## config.mk

```make
export PLATFORM = sky130hd
export DESIGN_NAME = sawbc_ram
export DESIGN_NICKNAME = d
export VERILOG_FILES = /design/src/hdl/set_assoc_lru_writeback_cache_tags_assert.svh /design/src/hdl/sawbc_ram.sv
export SDC_FILE = /design/constraint.sdc
export NUM_CORES = 2
export LEC_CHECK = 0
export BUFFER_PORTS_ARGS = -buffer_cell sky130_fd_sc_hd__buf_2
export CAP_MARGIN = 20
export CORE_MARGIN = 4
export CORE_UTILIZATION = 40
export CTS_CLUSTER_SIZE = 24
export DETAILED_ROUTE_END_ITERATION = 10
export RECOVER_POWER = 100
export SLEW_MARGIN = 20
export SYNTH_ARGS = -nofsm -noshare
export SYNTH_HDL_FRONTEND = slang
export SYNTH_SLANG_ARGS = --single-unit
```

## constraint.sdc

```tcl
create_clock -name clk -period 3.1 [get_ports clk]
set_input_delay 0.155 -clock clk [delete_from_list [all_inputs] [get_ports clk]]
set_output_delay 0.155 -clock clk [all_outputs]
set_load 0.01 [all_outputs]
```

## src/hdl/set_assoc_lru_writeback_cache_tags_assert.svh

```systemverilog
// ---------------------------------------------------------------------------
// set_assoc_lru_writeback_cache_tags assertion macros
// clocked property checks with asynchronous reset disable
// ---------------------------------------------------------------------------
`ifndef SET_ASSOC_LRU_WRITEBACK_CACHE_TAGS_ASSERT_SVH
`define SET_ASSOC_LRU_WRITEBACK_CACHE_TAGS_ASSERT_SVH
`ifndef ASSERT_OFF
// property must hold at every clock edge out of reset
`define SAWBC_ASSERT(label, clk_sig, rst_sig, prop) \
    label: assert property (@(posedge clk_sig) disable iff (!rst_sig) prop) \
        else $error("sawbc assertion failed");
// expression must never be true out of reset
`define SAWBC_NEVER(label, clk_sig, rst_sig, expr) \
    label: assert property (@(posedge clk_sig) disable iff (!rst_sig) !(expr)) \
        else $error("sawbc forbidden condition seen");
`else
`define SAWBC_ASSERT(label, clk_sig, rst_sig, prop)
`define SAWBC_NEVER(label, clk_sig, rst_sig, expr)
`endif
`endif

```

## src/hdl/sawbc_ram.sv

```systemverilog
// ---------------------------------------------------------------------------
// sawbc_ram
// single write port, single registered read port memory
// ---------------------------------------------------------------------------
module sawbc_ram #(
    parameter int DEPTH = 256,
    parameter int WIDTH = 16,
    localparam int AW   = (DEPTH > 1) ? $clog2(DEPTH) : 1
) (
    input  logic             clk,
    input  logic             wr_en,
    input  logic [AW-1:0]    wr_addr,
    input  logic [WIDTH-1:0] wr_data,
    input  logic             rd_en,
    input  logic [AW-1:0]    rd_addr,
    output logic [WIDTH-1:0] rd_data
);

    logic [WIDTH-1:0] mem [DEPTH];

    always_ff @(posedge clk)
    begin
        if (wr_en)
        begin
            mem[wr_addr] <= wr_data;
        end
        // read data holds until the next read
        if (rd_en)
        begin
            rd_data <= mem[rd_addr];
        end
    end

endmodule

```

Word level (Yosys, flattened, before mapping)
Memories as Yosys holds them, arrays and structs flattened. A register that Yosys moved wholly into a read port is not among the register bits.
Index checks and enable logic that the tools add are counted.
{ "totals": {"regBits": 0, "mem_count": 1, "inputBits": 35, "ram_bits": 4096, "out_inout_bits": 16} }
{ "classes": {"n_mux": 2} }
{ "memory_table": {"columns": ["name", "words", "width", "rd", "rd_clocked_by_memory_dff", "write_ports", "line", "rtl"], "rows": [
  ["mem", 256, 16, 1, 1, 1, "sawbc_ram.sv:19", "logic [WIDTH-1:0] mem [DEPTH];"]
]} }
{ "ops": {"columns": ["cell", "count"], "rows": [
  ["$mux W1", 2]
]} }

Depth between registers and ports, before layout
{ "logic_depth": {"word_depth": 2, "depth_mapped": 12, "depth_no_buf": 6} }

Worst setup path after synthesis
Ideal clock, no wire load.
{ "synth_path": {"path_type": "input to register", "from": "input rd_addr[0]", "to": "register rd_data[4] (read register of mem) (data pin)", "n_path_buf": 3, "path_stages": 8, "slack_ps": 696, "required_time_ps": 2835, "t_arrival_ps": 2139, "path_cell_list": "buf_6 -> buf_6 -> buf_2 -> mux4_2 -> mux4_2 -> a22o_1 -> o32ai_2 -> nor4_2"} }
{ "synth_lines": {"columns": ["element", "line", "rtl"], "rows": [
  ["start: declaration", "sawbc_ram.sv:15", "input logic [AW-1:0] rd_addr,"],
  ["end: declaration", "sawbc_ram.sv:16", "output logic [WIDTH-1:0] rd_data"]
]} }

Worst setup path in the final report
{ "layout_path": {"from": "input wr_addr[1]", "to": "memory mem[225][8] (enable)"} }
{ "layout_lines": {"columns": ["element", "line", "rtl"], "rows": [
  ["start: declaration", "sawbc_ram.sv:12", "input logic [AW-1:0] wr_addr,"],
  ["end: declaration", "sawbc_ram.sv:19", null]
]} }
No word-level cell before the write port.

==> metrics <==
crit-path cells=dlygate4sd3_1, clkbuf_1, nor2b_1, nand3_1, clkbuf_1, nor2_1, buf_2; number of port buffers=50; Final Cycle Share=100.3%; vias in the first global route=78840; Area growth, synth to finish=15.19%; initial antenna violation count=30; die height=~640 um; crit path launch type=input pin; R2R Path Start=mem[55][9]; hold endpoint=mem[40][1]; Sink Count=slightly above 4000; initial drt markers=a little under 10000; Clock Latency Late Sink=950 ps; total number of vias=about 80000; Tmin final=roughly 3100 ps; Detail Route Antenna Nets=0; CP endpoint kind=flip-flop; Largest delay share family, worst path=buffers and inverters; FF-to-FF setup slack=approximately 120 ps; largest net degree at the start of global routing=about 110; syn_area_per_cell=roughly 22 sq um; total core area=between 300000 and 400000 sq um; CP Buf/Inv Count=4; row count=around 230; Worst VDD drop=around 0.45 mV; slowest CP cell=nand3_1; most common cell after layout, fill and taps aside=edfxtp_1; io pins=between 50 and 60; Clock Skews=just under 60 ps; Synth Cell Area=around 160000 sq um; Syn Nets=7395; worst reg-to-reg path cell count=6; synth top area cells=edfxtp_1 78%, mux4_2 11%, mux2i_1 3.6%; LEAKAGE=about 58 nW; hold_ws=approximately 170 ps; relative slew slack=-125.5%; first-pass GRT wire length=between 600 and 700 mm; failing checks=capacitance limit, slew limit, setup timing; RSZ-0062 raised after global routing=no; Total GRT Usage=between 20% and 30%; H-tree depth=5; Reg clk slew, reported paths=60 ps; setup ws final=-10.38 ps; Setup violations, final=1; register area share after synthesis=77.72%; gr ovfl total=0; max frequency=321.5 MHz; Slew Limit Fails=around 1600; share of layout cells above drive strength 1=a little over a quarter; Synth top area share=slightly below 80%; Distinct cells, synth=51; dominant cell type by area after synthesis=edfxtp_1; Required @ worst endpoint=around 3700 ps; worst-path maximum fanout=16; DRT Wirelength=~430 mm; Clock Tree Buf Depth=4; number of flops mapped to enable cells by yosys=~4000; Ys Warns=0; Mapped Cells=about 7400; Post-synth ARST share=0%; CTS Root Cell=clkbuf_16; Initial Util=between 40% and 50%; RePlAce Congestion=0.8762; post-detail-place hpwl=268.5 mm; reg-to-reg endpoint=rd_data[9]; Fin. Hold Viols=0; CP arrival=roughly 3700 ps; total design power=between 100 and 150 mW; drt wl/cell=31.08 um; Layout fillers=32440; CTS tree=yes; drt pass-1 iters=6; CTS Buf Count=~400; die width=between 600 and 700 um; Least-Margin Pin Slew=3383 ps; DRC=0; top_reg_cell synth=edfxtp_1; Worst Hold Path Cells=5; Hold Startpoint=wr_addr[5]; #FFs+latches synth=approximately 4100; die footprint=around 410000 sq um; Final Util=about 46%; status=complete, but fails checks; pwr dens=~630 nW/um^2; most frequent cells in the layout=4112 x edfxtp_1, 797 x mux4_2, 565 x mux2i_1, 409 x clkbuf_16, 375 x buf_4; vias per cell=slightly below 6; most used cell, CP=clkbuf_1; max cap viols=21; worst min-delay path class=input pin to flip-flop; nets=8243; cts repair resizes=0; kind of critical path=input pin to flip-flop; Max stage delay on crit path=between 800 and 900 ps
==> registers in the layout (all words and copies together), names as in the netlist <==
| signal | count |
|---|---|
| mem | 4096 |
| rd_data | 16 |
==> metrics by stage <==
step	cells	cell area (sq um)	setup TNS [ps]	setup WS [ps]
3_5_place_dp	13020	171300	-4176	-691.8
6_report	13800	183000	-10.38	-10.38
3_3_place_gp	13020	171300	-4122	-651.5
2_1_floorplan	7360	158900	0	696.1
4_1_cts	13780	184300	0	65.51
5_1_grt	13790	183000	0	39.37
==> power breakdown <==
group | switching [mW] | leakage, nW | internal (mW) | total, mW
logic | 3.94 | 14.8 | 2.25 | 6.20
registers | 0.101 | 37.0 | 61.4 | 61.5
clock network | 20.7 | 6.25 | 26.9 | 47.5
total | 24.7 | 58.1 | 90.5 | 115
==> Yosys cell counts (all sizes together) (4+ instances only) <==
master and count:
o221ai 253, buf 222, nand4 26, o32ai 21, edfxtp 4112, a2111oi 6, inv 4, mux4 797
clkbuf 230, o21ai 38, nor2b 9, a211oi 18, and3 11, mux2i 565, nor2 304, o22ai 148
a31oi 6, nand2 38, nor4 18, a221oi 28, mux2 88, nor3 92, o31ai 16, a21oi 175
nand3 35, or2 5, a22oi 43, a22o 32
==> cell type report <==
cell class / instances / area [sq um] / share of cell area (%)
well taps: 5242 / 6559 / 3.584
clock buffers: 478 / 10490 / 5.734
clock inverters: 257 / 2305 / 1.259
diodes: 16 / 40.04 / 0.02188
inverters: 4 / 27.53 / 0.01504
multi-input cells: 2792 / 32970 / 18.02
repair buffers: 896 / 7138 / 3.900
flip-flops and latches: 4112 / 123500 / 67.47
==> timing repair <==
action,CTS,global route
hold endpoints to repair,2211,0
hold buffers,25,0
buffers inserted,0,0
==> how the worst max path moves through the flow <==
stage | start | to | slack (ps) | depth (start not counted)
global placement | rd_addr[0] | rd_data[1] | -650 | 11
finish | wr_addr[1] | mem[225][8] | -10 | 7
CTS | mem[55][9] | rd_data[9] | 70 | 6
global route | wr_data[12] | mem[232][12] | 40 | 3
detailed placement | rd_addr[0] | rd_data[1] | -690 | 11
floorplan | rd_addr[0] | rd_data[4] | 700 | 8
==> metal layers <==
| layer | vias to the layer above | wire [um] | GRT usage [%] |
|---|---|---|---|
| met5 | - | 38 | 0 |
| met3 | 604 | 34590 | 3.535 |
| li1 | 33040 | - | - |
| met1 | 42810 | 173600 | 28.94 |
| met2 | 3554 | 205900 | 33.15 |
| met4 | 6 | 14640 | 6.378 |
==> kinds of logic (layout without fill, tap and decap cells) <==
kind of cell | count (synthesis) | in the layout | share of synthesized area, %
AO/OA/AOI/OAI | 786 | 786 | 3.534
AND/OR/NAND/NOR | 556 | 556 | 1.573
flip-flops | 4112 | 4112 | 77.72
multiplexers | 1450 | 1450 | 15.48
other | 0 | 16 | 0
buffers and inverters | 456 | 1635 | 1.692
==> tightest hold or removal path, stage by stage <==
cell and delay [ps]:
buf_2 140, nor2b_1 200, nand2_1 70, buf_4 230, nor2_1 110
Power figures use the tool's default switching activity.
