**config.mk**
```make
export PLATFORM = sky130hd
export DESIGN_NAME = sawbc_scan
export DESIGN_NICKNAME = d
export VERILOG_FILES = /design/src/hdl/set_assoc_lru_writeback_cache_tags_assert.svh /design/src/hdl/sawbc_pkg.sv /design/src/hdl/sawbc_scan.sv
export SDC_FILE = /design/constraint.sdc
export NUM_CORES = 1
export LEC_CHECK = 0
export BUFFER_PORTS_ARGS = -buffer_cell sky130_fd_sc_hd__buf_2
export CAP_MARGIN = 5
export CORE_ASPECT_RATIO = 1.25
export CORE_MARGIN = 10
export CORE_UTILIZATION = 48
export CTS_CLUSTER_DIAMETER = 50
export DETAILED_ROUTE_END_ITERATION = 6
export PLACE_DENSITY_LB_ADDON = 0.2
export SYNTH_ARGS = -nofsm -noshare
export SYNTH_HDL_FRONTEND = slang
export SYNTH_SLANG_ARGS = --single-unit
```
**constraint.sdc**
```tcl
create_clock -name clk -period 4.82 [get_ports clk]
set_clock_uncertainty 0.15 [all_clocks]
set_input_delay 0.964 -clock clk [delete_from_list [all_inputs] [get_ports clk]]
set_output_delay 0.964 -clock clk [all_outputs]
set_load 0.01 [all_outputs]
```
**src/hdl/set_assoc_lru_writeback_cache_tags_assert.svh**
```systemverilog
// ---------------------------------------------------------------------------
// set_assoc_lru_writeback_cache_tags assertion macros
// clocked property checks with asynchronous reset disable
// ---------------------------------------------------------------------------
`ifndef SET_ASSOC_LRU_WRITEBACK_CACHE_TAGS_ASSERT_SVH
`define SET_ASSOC_LRU_WRITEBACK_CACHE_TAGS_ASSERT_SVH
`ifndef ASSERT_OFF
// property must hold at every clock edge out of reset
`define SAWBC_ASSERT(label, clk_sig, rst_sig, prop) \
    label: assert property (@(posedge clk_sig) disable iff (!rst_sig) prop) \
        else $error("sawbc assertion failed");
// expression must never be true out of reset
`define SAWBC_NEVER(label, clk_sig, rst_sig, expr) \
    label: assert property (@(posedge clk_sig) disable iff (!rst_sig) !(expr)) \
        else $error("sawbc forbidden condition seen");
`else
`define SAWBC_ASSERT(label, clk_sig, rst_sig, prop)
`define SAWBC_NEVER(label, clk_sig, rst_sig, expr)
`endif
`endif

```
**src/hdl/sawbc_pkg.sv**
```systemverilog
// ---------------------------------------------------------------------------
// sawbc_pkg
// shared types, codes and field widths of the cache tag store
// ---------------------------------------------------------------------------
package sawbc_pkg;

    // fixed widths of result fields
    localparam int OUTC_W     = 2;
    localparam int SIDX_W     = 8;
    localparam int OFF_W      = 31;
    localparam int WAYO_W     = 3;

    // configuration port
    localparam int CFG_IDX_W  = 2;
    localparam int CFG_DATA_W = 32;
    localparam int OFFB_W     = 5;
    localparam int IDXB_W     = 4;
    localparam int WAYSB_W    = 4;

    localparam logic [CFG_IDX_W-1:0] CFG_OFFSET_BITS = 2'd0;
    localparam logic [CFG_IDX_W-1:0] CFG_INDEX_BITS  = 2'd1;
    localparam logic [CFG_IDX_W-1:0] CFG_WAYS_IN_USE = 2'd2;

    localparam logic [OFFB_W-1:0]  OFFSET_BITS_RST = 5'd5;
    localparam logic [IDXB_W-1:0]  INDEX_BITS_RST  = 4'd6;
    localparam logic [WAYSB_W-1:0] WAYS_RST        = 4'd8;

    typedef enum logic [OUTC_W-1:0] {
        OUT_HIT        = 2'd0,
        OUT_CLEAN_MISS = 2'd1,
        OUT_DIRTY_MISS = 2'd2
    } outcome_t;

    typedef enum logic [2:0] {
        ST_CLEAR,
        ST_IDLE,
        ST_SPLIT,
        ST_LOOKUP,
        ST_SCAN,
        ST_WRITE
    } state_t;

    typedef struct packed {
        logic start;
        logic step;
    } scan_ctl_t;

    typedef struct packed {
        logic match;
        logic hit;
        logic found_inv;
    } scan_stat_t;

endpackage

```
**src/hdl/sawbc_scan.sv**
```systemverilog
// ---------------------------------------------------------------------------
// sawbc_scan
// shared way compare unit: tag match and lru victim tracking, one way a cycle
// ---------------------------------------------------------------------------
module sawbc_scan #(
    parameter int MAX_WAYS = 8,
    parameter int ADDR_W   = 32,
    parameter int STAMP_W  = 32,
    localparam int WAY_W   = (MAX_WAYS > 1) ? $clog2(MAX_WAYS) : 1
) (
    input  logic                    clk,
    input  logic                    rst_n,
    input  sawbc_pkg::scan_ctl_t    ctl,
    input  logic [WAY_W-1:0]        way,
    input  logic [MAX_WAYS-1:0]     row_valid,
    input  logic [ADDR_W-1:0]       tag_in,
    input  logic [ADDR_W-1:0]       line_tag,
    input  logic [STAMP_W-1:0]      line_stamp,
    output sawbc_pkg::scan_stat_t   stat,
    output logic [WAY_W-1:0]        sel_way,
    output logic [STAMP_W-1:0]      prev_stamp
);

    logic               hit_reg;
    logic               hit_next;
    logic               found_inv_reg;
    logic               found_inv_next;
    logic [WAY_W-1:0]   sel_way_reg;
    logic [WAY_W-1:0]   sel_way_next;
    logic [STAMP_W-1:0] best_reg;
    logic [STAMP_W-1:0] best_next;
    logic [STAMP_W-1:0] prev_reg;
    logic [STAMP_W-1:0] prev_next;
    logic               cur_valid;
    logic               match;

    assign cur_valid = row_valid[way];
    assign match     = cur_valid && (line_tag == tag_in);

    always_comb
    begin
        hit_next       = hit_reg;
        found_inv_next = found_inv_reg;
        sel_way_next   = sel_way_reg;
        best_next      = best_reg;
        prev_next      = prev_reg;
        if (ctl.start)
        begin
            hit_next       = 1'b0;
            found_inv_next = 1'b0;
            prev_next      = '0;
        end
        else if (ctl.step)
        begin
            if (match)
            begin
                hit_next     = 1'b1;
                sel_way_next = way;
                prev_next    = line_stamp;
            end
            else if (!found_inv_reg)
            begin
                // first free way wins, else oldest stamp with first way on ties
                if (!cur_valid)
                begin
                    found_inv_next = 1'b1;
                    sel_way_next   = way;
                end
                else if ((way == '0) || (line_stamp < best_reg))
                begin
                    best_next    = line_stamp;
                    sel_way_next = way;
                end
            end
        end
    end

    always_ff @(posedge clk or negedge rst_n)
    begin
        if (!rst_n)
        begin
            hit_reg       <= 1'b0;
            found_inv_reg <= 1'b0;
        end
        else
        begin
            hit_reg       <= hit_next;
            found_inv_reg <= found_inv_next;
        end
    end

    always_ff @(posedge clk)
    begin
        sel_way_reg <= sel_way_next;
        best_reg    <= best_next;
        prev_reg    <= prev_next;
    end

    assign stat.match     = match;
    assign stat.hit       = hit_reg;
    assign stat.found_inv = found_inv_reg;
    assign sel_way        = sel_way_reg;
    assign prev_stamp     = prev_reg;

endmodule

```
## Word level (Yosys, flattened, before mapping)

Index checks and enable logic that the tools add are counted.

| cells by class | value |
|---|---|
| bitwise logic cells | 3 |
| reductions and logical operators | 10 |
| equal/unequal tests | 4 |
| order comparisons | 2 |
| mux-type cells | 14 |

Operators with widths:

| kind | number |
|---|---|
| 32-bit == test | 1 |
| 32-bit < comparator | 1 |
| 3-bit 2-to-1 mux | 4 |
| 1-bit 2-to-1 mux | 9 |
| 2-bit AND reduction | 3 |
| 6-bit AND reduction | 1 |
| 3-bit by 4-bit < comparator with 1-bit output (second input constant) | 1 |
| 4-bit AND reduction | 1 |
| 2-bit nonzero test | 2 |
| 1-bit binary-select mux with 3-bit select | 1 |
| 3-bit logical NOT | 1 |
| 3-bit by 1-bit inequality test with 1-bit output (second input constant) | 1 |
| 1-bit inverter | 3 |
| 2-bit by 1-bit inequality test with 1-bit output (second input constant) | 1 |
| 2-bit inequality test (second input constant) | 1 |
| 1-bit logical AND | 1 |
| 1-bit logical OR | 1 |

| storage, ports and cells | value |
|---|---|
| input bits | 111 |
| flip-flop bits (word level) | 69 |
| word-level logic and storage cells | 38 |
| output and inout bits | 38 |

## Depth between registers and ports, before layout

Gate-level depths: netlist of the first run.

| depth | value |
|---|---|
| word-level depth | 7 |
| gate-level depth with buffers | 8 |
| gate-level depth less buffers | 8 |

## Least setup slack after synthesis of the first run

Ideal clock, no wire load.

| timing | value |
|---|---|
| path kind | input -> register |
| start point | in line_stamp[1] |
| end point | reg best_reg[0] (enable) |
| required time | 4.229 ns |
| buffers on the path | 0 |
| library setup time | 0.441 ns |
| slack | 0.155 ns |
| stages on the path | 6 |
| arrival time | 4.075 ns |
| cells stage by stage | ha_1 > a2111oi_4 > o311ai_1 > a2111o_1 > a21oi_1 > nor4b_2 |

| on the way | value |
|---|---|
| word-level cells in the longest chain between the ends | 3 |

RTL lines:

| element | RTL line | RTL |
|---|---|---|
| from (decl) | sawbc_scan.sv:18 | `input logic [STAMP_W-1:0] line_stamp,` |
| 32-bit < comparator | sawbc_scan.sv:69 | `else if ((way == '0) \|\| (line_stamp < best_reg))` |
| 1-bit logical OR | sawbc_scan.sv:69 |  |
| 6-bit AND reduction (no source line) | - |  |
| to (signal assigned) | sawbc_scan.sv:95 | `best_reg <= best_next;` |
| to (decl) | sawbc_scan.sv:30 | `logic [STAMP_W-1:0] best_reg;` |

No other way between the ends.
A chain may end at the register's enable or synchronous reset.

## Final worst setup path of the first run

| timing | value |
|---|---|
| start point | in line_stamp[1] |
| end point | reg best_reg[12] (enable) |

Same word-level chain as after synthesis.

==> out/qor.yml, run 1 <==
n_fill_cell: 633
place_area_um2: 4390
p_per_area_nw_per_um2: 278
drive_above_1_share_pct: 38.3
die-area_um2: 11400
hp-class: "in2async"
total_power_mw: 1.28
insertedDiodeCount: 0
max-clock-path-buffers: 2
rsz0062_at_grt: "no"
io_pins: 149
layout.nets: 602
seq_area_frac_synth_pct: 48.6
drt-vias-per-instance: 5.02
worstMarginPinSlew_ns: 0.830
syn_inst: 310
antenna_found_initial: 0
grt_usage_pct: 15.3
ff2ff_path_depth: 8
p_leak_nw: 2.37
ctsHtreeMaxLevel: 3
grt_pass1_wl_um: 14200
ys_ff_latch: 69
synth.most_common_cell: "nor2_1"
synth.top_cells.by_count: "nor2_1 (36), edfxtp_1 (35), inv_1 (35)"
dp_slack_ns: 0.961
grt_max_degree: 36
placementRows: 35
avgSynthCellArea_um2: 11.6
vias: 2796
antenna_left: 0
cp.arrival_ns: 3.36
drt_iter0_drc: 84
multiInputGateArea_um2: 1640
seqCellArea_um2: 1740
crit_path_end_kind: "register"
synth_edf_count: 35
outcome: "finished, final reports clean"
routed_wl_um: 8790
fmax_mhz: 289
initial_core_util_pct: 49.1
syn_area_um2: 3590
dr.pass1.iters: 4
cts_hold_buf: 0
drcViolationCount: 0
min_period_over_period_pct: 71.8
grt-ovfl-total: 0
regToRegEndpoint: "best_reg[12]"
cts_tree: "done"
io_buffer_count: 148
worstPathMaxFanout: 24
area_growth_pct: 28.0
cts.clk_slew.worst_paths_ns: 0.08
peakVddDrop_mv: 0.168
finish.utilization_pct: 62.8
yosysWarnings: 0
r2r_slack_ns: 1.75
postCtsSetupBuffers: 0
detailedPlacementHpwl_um: 7180
cp_data_required_time_ns: 4.72
finalHoldViolations: 0
gp_congestion: 0.789
final_area_um2: 4590
core_area_um2: 7310
fin_crit_ns: 3.46
synthTopCellsByArea: "edfxtp_1 (29%), dfxtp_1 (18%), ha_1 (11%)"
setup.worst_path.class: "in2reg"
setup_violations: 0
clockRootBuffer: "clkbuf_8"
start_kind: "input pin"
ys_types: 39
drv_slew: 0
r2r_start: "best_reg[1]"
synth_top_cell_area_share_pct: 29.3
drt-wirelength-per-cell_um: 15.8
numCtsBuffers: 9
synth_ff_type: "edfxtp_1"
stdcell_count: 557
yosys.area.top_type: "edfxtp_1"
worstSkewPairLatency_ns: 0.34
max_cap_violations: 0
syn_nets: 452
tns_ns: 0
worst_slack_ns: 1.36
cts_resized: 0
cts_sinks: 69
dpl.cell_count: 541
grt_pass1_vias: 3005
ys_async_sr_fraction_pct: 2.90
die_h_um: 117
fin_hold_ws_ns: 0.246
slew_headroom_pct: 44.5
dieWidth_um: 97.3
## how the worst max path moves through the flow
| stage | startpoint | endpoint | slack (ns) | cells past startpoint |
|---|---|---|---|---|
| after global placement | line_stamp[1] | best_reg[26] | 1.07 | 8 |
| final | line_stamp[1] | best_reg[12] | 1.36 | 8 |
| after detailed placement | line_stamp[1] | best_reg[26] | 0.96 | 8 |
| after floorplan | line_stamp[1] | best_reg[0] | 0.15 | 6 |
| after global routing | line_stamp[1] | best_reg[16] | 1.16 | 8 |
| after CTS | line_stamp[1] | best_reg[10] | 1.33 | 8 |
## routing by layer
metal / vias up / routed length [um] / track usage (%)
li1: 1386 / - / -
met1: 1300 / 3560 / 16.7
met2: 93 / 4420 / 26.7
met3: 17 / 646 / 5.86
met4: 0 / 167 / 5.63
met5: - / 0 / 0
## worst max-delay path: stages
cell	delay [ns]
buf_2	0.12
ha_1	0.32
a2111oi_4	0.29
o311ai_1	0.15
a2111o_1	0.46
a21oi_1	0.17
nor4b_4	0.61
buf_12	0.26
## layout by cell type (no fill, tap or decap), types with 2 or more instances in the layout
cell type and count:
nand3_1 6, dfxtp_1 32, o21ai_0 2, buf_2 148, nor4_2 2, a221oi_1 2, inv_1 35, xnor2_1 32
mux4_2 2, nor2_1 36, nand4_1 13, inv_6 3, edfxtp_1 35, ha_1 31, clkinvlp_4 2, clkbuf_8 9
mux2i_1 32, a21o_1 2, nand2_1 5, a21oi_1 12, dfrtp_1 2
## final cells by class
class / instances / area share [%]
flip-flops and latches: 69 / 37.9
multi-input cells: 195 / 35.6
repair buffers: 149 / 16.6
inverters: 36 / 2.94
clock buffers: 9 / 2.70
well taps: 92 / 2.51
clock inverters: 7 / 1.74
## power by group
part / leakage [nW] / switching, mW / internal [mW]
Sequential: 0.603 / 0.00338 / 0.628
Combinational: 1.67 / 0.0800 / 0.0830
Clock: 0.0968 / 0.237 / 0.245
Total: 2.37 / 0.320 / 0.956
## cells by family after synthesis
logic type | count (synthesis) | share of synthesized area, %
xor+xnor | 32 | 7.81
buf+inv | 46 | 6.07
compound gates | 27 | 5.65
simple gates | 70 | 10.6
flops | 69 | 48.6
fa+ha+maj | 31 | 10.8
mux | 35 | 10.5
(Power assumes the default switching activity.)
==> run 2: changes to the inputs <==
--- a/config.mk
+++ b/config.mk
@@ -5,11 +5,12 @@
 export SDC_FILE = /design/constraint.sdc
 export NUM_CORES = 1
 export LEC_CHECK = 0
+export ABC_AREA = 1
 export BUFFER_PORTS_ARGS = -buffer_cell sky130_fd_sc_hd__buf_2
 export CAP_MARGIN = 5
 export CORE_ASPECT_RATIO = 1.25
 export CORE_MARGIN = 10
-export CORE_UTILIZATION = 48
+export CORE_UTILIZATION = 46
 export CTS_CLUSTER_DIAMETER = 50
 export DETAILED_ROUTE_END_ITERATION = 6
 export PLACE_DENSITY_LB_ADDON = 0.2
==> constraint.sdc (replaced) <==
create_clock -name clk -period 2.9 [get_ports clk]
set_clock_uncertainty 0.15 [all_clocks]
set_input_delay 0.58 -clock clk [delete_from_list [all_inputs] [get_ports clk]]
set_output_delay 0.58 -clock clk [all_outputs]
set_load 0.01 [all_outputs]
==> run 2 against run 1 <==
Against the previous run:
- count of clock-buffer cells in the layout up 2
- hold slack gained 0.043 ns
- sequential share of layout area shrank 4.9 points
- wire length grew 30%
- combinational power grew 120%
- first-iteration DRC count is 39% higher
- register-to-register slack lost 1.1 ns
- global-route usage increased by 2.0 points
- synthesized area is 17% higher
- cell count rose by 48%
- via count is 38% higher
- synthesized cell count up 77%
==> out/qor.yml, run 2 <==
outcome: "finished, final reports clean"
final_area_um2: 5280  # +15%
detailedPlacementHpwl_um: 9270  # +29%
drt_iter0_drc: 117  # +39%
yosysWarnings: 0  # unchanged
stdcell_count: 823  # +48%
setup.worst_path.class: "in2out"
drive_above_1_share_pct: 25.6  # -13 points
grt_usage_pct: 17.3  # +2.0 points
worstPathMaxFanout: 2  # -92%
grt_max_degree: 33  # -8.3%
drcViolationCount: 0  # unchanged
clockRootBuffer: "clkbuf_8"
slew_headroom_pct: 71.5  # +27 points
layout.nets: 840  # +40%
hp-class: "in2reg"
internal-power_mw: 1.66  # +74%
area_growth_pct: 25.8
p_comb_share_pct: 16.0  # +3.2 points
hold_end: "best_reg[14]"
fin_hold_ws_ns: 0.289  # +0.0433 ns
numCtsBuffers: 9  # unchanged
ys_types: 28  # -28%
cts_sinks: 69  # unchanged
multiInputGateArea_um2: 2000  # +22%
place_area_um2: 5050  # +15%
finish.utilization_pct: 60.0  # -2.8 points
antenna_left: 0  # unchanged
io_buffer_count: 148  # unchanged
regToRegEndpoint: "best_reg[22]"
min_period_over_period_pct: 82.4
insertedDiodeCount: 0  # unchanged
fin_crit_ns: 2.39
worst_slack_ns: 0.509  # -0.851 ns
dr.pass1.iters: 6  # +2
max-clock-path-buffers: 2  # unchanged
dieWidth_um: 105  # +8.3%
worstSkewPairLatency_ns: 0.35  # about the same
dp_slack_ns: 0.277  # -0.683 ns
core_area_um2: 8800  # +20%
power_frac_seq_pct: 46.4  # -3.1 points
vias: 3856  # +38%
cts.clk_slew.worst_paths_ns: 0.07  # about the same
worstMarginPinSlew_ns: 0.424  # -0.406 ns
crit_path_end_kind: "output pin"
seqCellArea_um2: 1740  # unchanged
cp_data_required_time_ns: 2.17  # -2.55 ns
final_common_cell: "buf_2"
n_fill_cell: 839  # +33%
synth_top_cell_area_share_pct: 25.0  # -4.3 points
avgSynthCellArea_um2: 7.64  # -34%
initial_core_util_pct: 47.7  # -1.3 points
swShare_pct: 26.1  # +1.0 points
mostFrequentLayoutCells: "buf_2 (148), nor2_1 (114), nand2_1 (111)"
ys_async_sr_fraction_pct: 2.90  # unchanged
drv_slew: 0  # unchanged
cts_tree: "done"
max_cap_violations: 0  # unchanged
slowest_delay_ns: 0.26  # -0.35 ns
ctsHtreeMaxLevel: 3  # unchanged
syn_inst: 549  # +77%
fmax_mhz: 418
antenna_found_initial: 1  # +1
dpl.cell_count: 806  # +49%
peakVddDrop_mv: 0.210  # +25%
synth_edf_count: 35  # unchanged
setup_violations: 0  # unchanged
postCtsSetupBuffers: 0  # unchanged
p_leak_nw: 2.80  # +18%
r2r_start: "best_reg[5]"
syn_area_um2: 4200  # +17%
drt-wirelength-per-cell_um: 13.9  # -12%
cpMaxStageDelayCell: "xnor2_1"
cp.arrival_ns: 1.66  # -1.70 ns
r2r_slack_ns: 0.63  # -1.12 ns
gp_congestion: 0.847  # +7.4%
grt_pass1_vias: 4090  # +36%
syn_nets: 691  # +53%
grt_pass1_wl_um: 18900  # +34%
hold_start: "line_stamp[14]"
rsz0062_at_grt: "no"
die_h_um: 127  # +8.7%
io_pins: 149  # unchanged
p_sw_uw: 589  # +84%
tns_ns: 0  # unchanged
synthTopCellsByArea: "edfxtp_1 (25%), dfxtp_1 (15%), nor2_1 (10%)"
finalHoldViolations: 0  # unchanged
cts_resized: 0  # unchanged
yosys.area.top_type: "edfxtp_1"
drt-vias-per-instance: 4.69  # -6.7%
cts_hold_buf: 1  # +1
placementRows: 38  # +8.6%
seq_area_frac_synth_pct: 41.5  # -7.0 points
die-area_um2: 13400  # +18%
p_clk_share_pct: 37.6  # -0.2 points
total_power_mw: 2.25  # +76%
p_per_area_nw_per_um2: 427  # +54%
ys_ff_latch: 69  # unchanged
grt-ovfl-total: 0  # unchanged
synth.top_cells.by_count: "nor2_1 (114), nand2_1 (111), inv_1 (92)"
synth.most_common_cell: "nor2_1"
routed_wl_um: 11400  # +30%
path_cells: "buf_2, xnor2_1, nand2_1, nor2_1, nand2_1, nor2_1, nand3_2, inv_1, buf_2"
ff2ff_path_depth: 12  # +4
whs_path_depth: 1
start_kind: "input pin"
synth_ff_type: "edfxtp_1"
-- run 2: cell count changes after synthesis, sizes merged, moves of 5 or more --
cell / previous run / this run
nand2: 5 / 111
clkbuf: 4 / 9
xnor2: 32 / 14
xor2: 0 / 22
nand4: 14 / 34
o21ai: 2 / 11
inv: 36 / 94
nor2: 36 / 116
mux2i: 32 / 0
-- run 2: logic make-up after synthesis --
group / share of synthesized area [%]
AOI/OAI and AO/OA: 3.46
xor gates and xnor gates: 7.51
adders and majority gates: 9.24
DFF: 41.5
and+or+nand+nor: 27.2
buffers and inverters: 11.1
-- run 2: power by group through the flow --
stage | Clock, mW | Sequential, mW | Combinational [mW]
floorplan | 0 | 1.07 | 0.198
global placement | 0 | 1.07 | 0.352
detailed placement | 0 | 1.07 | 0.362
CTS | 0.862 | 1.05 | 0.365
global route | 0.912 | 1.05 | 0.413
finish | 0.846 | 1.04 | 0.361
-- run 2: routing by layer --
metal	track usage, %	vias to the layer above	wire, um
li1	-	2013	-
met1	18.0	1667	4490
met2	30.0	149	5560
met3	6.84	27	1040
met4	8.17	0	347
met5	0	-	0
-- run 2: worst max-delay path by stage --
| stage | start | endpoint | slack (ns) | cells past startpoint |
|---|---|---|---|---|
| floorplan | line_stamp[5] | best_reg[0] | 0.33 | 10 |
| global placement | line_stamp[5] | best_reg[5] | 0.35 | 12 |
| detailed placement | line_stamp[5] | best_reg[4] | 0.28 | 12 |
| CTS | tag_in[25] | stat[2] | 0.55 | 9 |
| global route | tag_in[25] | stat[2] | 0.43 | 9 |
| finish | tag_in[25] | stat[2] | 0.51 | 9 |
-- run 2: final cells by class --
class                   instances  area share, %
clock buffers                  11           3.08
inverters                      95           6.76
multi-input cells             366           37.9
well taps                     120           2.84
flip-flops and latches         69           33.0
clock inverters                 5           1.04
repair buffers                157           15.4
-- run 2: critical path: cells and delay by family --
kind | cells | cell delay, ns
buffers and inverters | 3 | 0.31
AND/OR/NAND/NOR | 5 | 0.50
XOR/XNOR | 1 | 0.26
==> run 3: changes to the inputs <==
--- a/config.mk
+++ b/config.mk
@@ -10,7 +10,7 @@
 export CAP_MARGIN = 5
 export CORE_ASPECT_RATIO = 1.25
 export CORE_MARGIN = 10
-export CORE_UTILIZATION = 46
+export CORE_UTILIZATION = 51
 export CTS_CLUSTER_DIAMETER = 50
 export DETAILED_ROUTE_END_ITERATION = 6
 export PLACE_DENSITY_LB_ADDON = 0.2
==> constraint.sdc (replaced) <==
create_clock -name clk -period 2.5 [get_ports clk]
set_clock_uncertainty 0.15 [all_clocks]
set_input_delay 0.5 -clock clk [delete_from_list [all_inputs] [get_ports clk]]
set_output_delay 0.5 -clock clk [all_outputs]
set_load 0.01 [all_outputs]
==> run 3 against run 2 <==
Against the previous run:
- register-to-register slack lost 0.31 ns
- total power rose by 18%
- clock power increased by 22%
- highest routed layer unchanged
- die area down 8.1%
- critical endpoint unchanged
- non-clock buffer count rose by 2
- hold slack lost 0.097 ns
==> out/qor.yml, run 3 (synthesis results as in run 2) <==
hp-class: "in2reg"
placementRows: 36  # -5.3%
outcome: "finished, final reports clean"
p_per_area_nw_per_um2: 501  # +17%
ff2ff_path_depth: 12  # unchanged
grt_pass1_wl_um: 18500  # -2.0%
slew_headroom_pct: 76.1  # +4.6 points
cts_sinks: 69  # unchanged
cp_data_required_time_ns: 1.85  # -0.32 ns
p_sw_uw: 685  # +16%
cp.arrival_ns: 1.56  # -0.10 ns
final_common_cell: "buf_2"
grt_pass1_vias: 4213  # +3.0%
antenna_found_initial: 1  # unchanged
antenna_left: 0  # unchanged
finalHoldViolations: 0  # unchanged
rsz0062_at_grt: "no"
p_clk_share_pct: 38.7  # +1.1 points
crit_path_end_kind: "output pin"
fmax_mhz: 453
drt-wirelength-per-cell_um: 13.9  # +0.28%
setup_violations: 0  # unchanged
io_pins: 149  # unchanged
insertedDiodeCount: 0  # unchanged
crit_start: "tag_in[28]"
cts.clk_slew.worst_paths_ns: 0.07  # about the same
p_leak_nw: 2.82  # +0.53%
power_frac_seq_pct: 45.6  # -0.8 points
start_kind: "input pin"
gp_congestion: 0.808  # -4.7%
whs_path_depth: 1  # unchanged
ctsHtreeMaxLevel: 3  # unchanged
min_period_over_period_pct: 88.4
internal-power_mw: 1.97  # +19%
initial_core_util_pct: 52.9  # +5.2 points
finish.utilization_pct: 66.9  # +6.9 points
clockRootBuffer: "clkbuf_8"
worstMarginPinSlew_ns: 0.358  # -0.0660 ns
worstPathMaxFanout: 2  # unchanged
drv_slew: 0  # unchanged
regToRegEndpoint: "best_reg[2]"
core_area_um2: 7930  # -9.9%
max_cap_violations: 0  # unchanged
cts_tree: "done"
detailedPlacementHpwl_um: 9100  # -1.8%
drt-vias-per-instance: 4.82  # +2.9%
total_power_mw: 2.66  # +18%
dieWidth_um: 101  # -4.1%
grt_usage_pct: 18.5  # +1.1 points
hold_end: "best_reg[0]"
io_buffer_count: 148  # unchanged
p_comb_share_pct: 15.7  # -0.3 points
grt_max_degree: 33  # unchanged
tns_ns: 0  # unchanged
fin_crit_ns: 2.21
drcViolationCount: 0  # unchanged
die_h_um: 121  # -4.2%
dr.pass1.iters: 5  # -1
setup.worst_path.class: "in2out"
r2r_start: "best_reg[5]"
die-area_um2: 12300  # -8.1%
drt_iter0_drc: 118  # +0.85%
hold_start: "line_stamp[0]"
max-clock-path-buffers: 2  # unchanged
worstSkewPairLatency_ns: 0.36  # about the same
layout.nets: 842  # +0.24%
drive_above_1_share_pct: 25.7  # +0.069 points
peakVddDrop_mv: 0.503  # +140%
vias: 3856  # unchanged
r2r_slack_ns: 0.32  # -0.31 ns
grt-ovfl-total: 0  # unchanged
numCtsBuffers: 9  # unchanged
routed_wl_um: 11100  # -2.5%
mostFrequentLayoutCells: "buf_2 (148), nor2_1 (114), nand2_1 (111)"
swShare_pct: 25.8  # -0.36 points
area_growth_pct: 26.4
-- run 3: final cells by class --
class / count / area, um^2
Clock inverter: 6 / 85.1
Fill cell: 690 / 2620
Clock buffer: 10 / 138
Timing Repair Buffer: 159 / 863
Multi-Input combinational cell: 366 / 2000
Sequential cell: 69 / 1740
Tap cell: 95 / 119
Inverter: 95 / 357
-- run 3: repair_timing --
| item | 4_1_cts | 5_1_grt |
|---|---|---|
| buffers inserted | 0 | 0 |
| hold buffers | 1 | 0 |
| hold endpoints to repair | 2 | 0 |
| gates resized for setup | 0 | 0 |
-- run 3: how the worst max path moves through the flow --
stage,end,slack (ns),cells after the start
3_3_place_gp,best_reg[5],0.1,12
6_report,stat[2],0.29,9
2_1_floorplan,best_reg[0],0.005,10
3_5_place_dp,best_reg[5],0.06,10
5_1_grt,best_reg[2],0.13,12
4_1_cts,stat[2],0.27,9
-- run 3: per-stage QoR --
step	instances	hold WS, ns	worst slack [ns]	instance area (um^2)
after floorplan	549	0.0544	0.00509	4210
after global placement	783	0.137	0.0979	5070
after detailed placement	783	0.147	0.0611	5070
after CTS	800	0.172	0.272	5300
after global routing	800	0.185	0.129	5300
final	800	0.192	0.291	5300
-- run 3: metal layers --
| metal | routed length (um) | global-route usage, % | vias up |
|---|---|---|---|
| met1 | 4420 | 20.2 | 1692 |
| met3 | 877 | 6.04 | 23 |
| li1 | - | - | 2020 |
| met5 | 0 | 0 | - |
| met2 | 5620 | 32.1 | 121 |
| met4 | 230 | 7.07 | 0 |
-- run 3: power by group through the flow --
stage | Clock, mW | Combinational [mW] | Sequential (mW)
final | 1.03 | 0.418 | 1.21
after global routing | 1.09 | 0.479 | 1.21
after CTS | 1.05 | 0.421 | 1.21
after detailed placement | 0 | 0.417 | 1.24
after global placement | 0 | 0.402 | 1.24
after floorplan | 0 | 0.230 | 1.24
-- run 3: critical path, stage by stage --
cell and delay (ns):
buf_2 0.10, xnor2_1 0.23, nand2_1 0.08, nor2_1 0.11
nand3_1 0.07, nor2_1 0.15, nand3_2 0.12, inv_1 0.07
buf_2 0.13
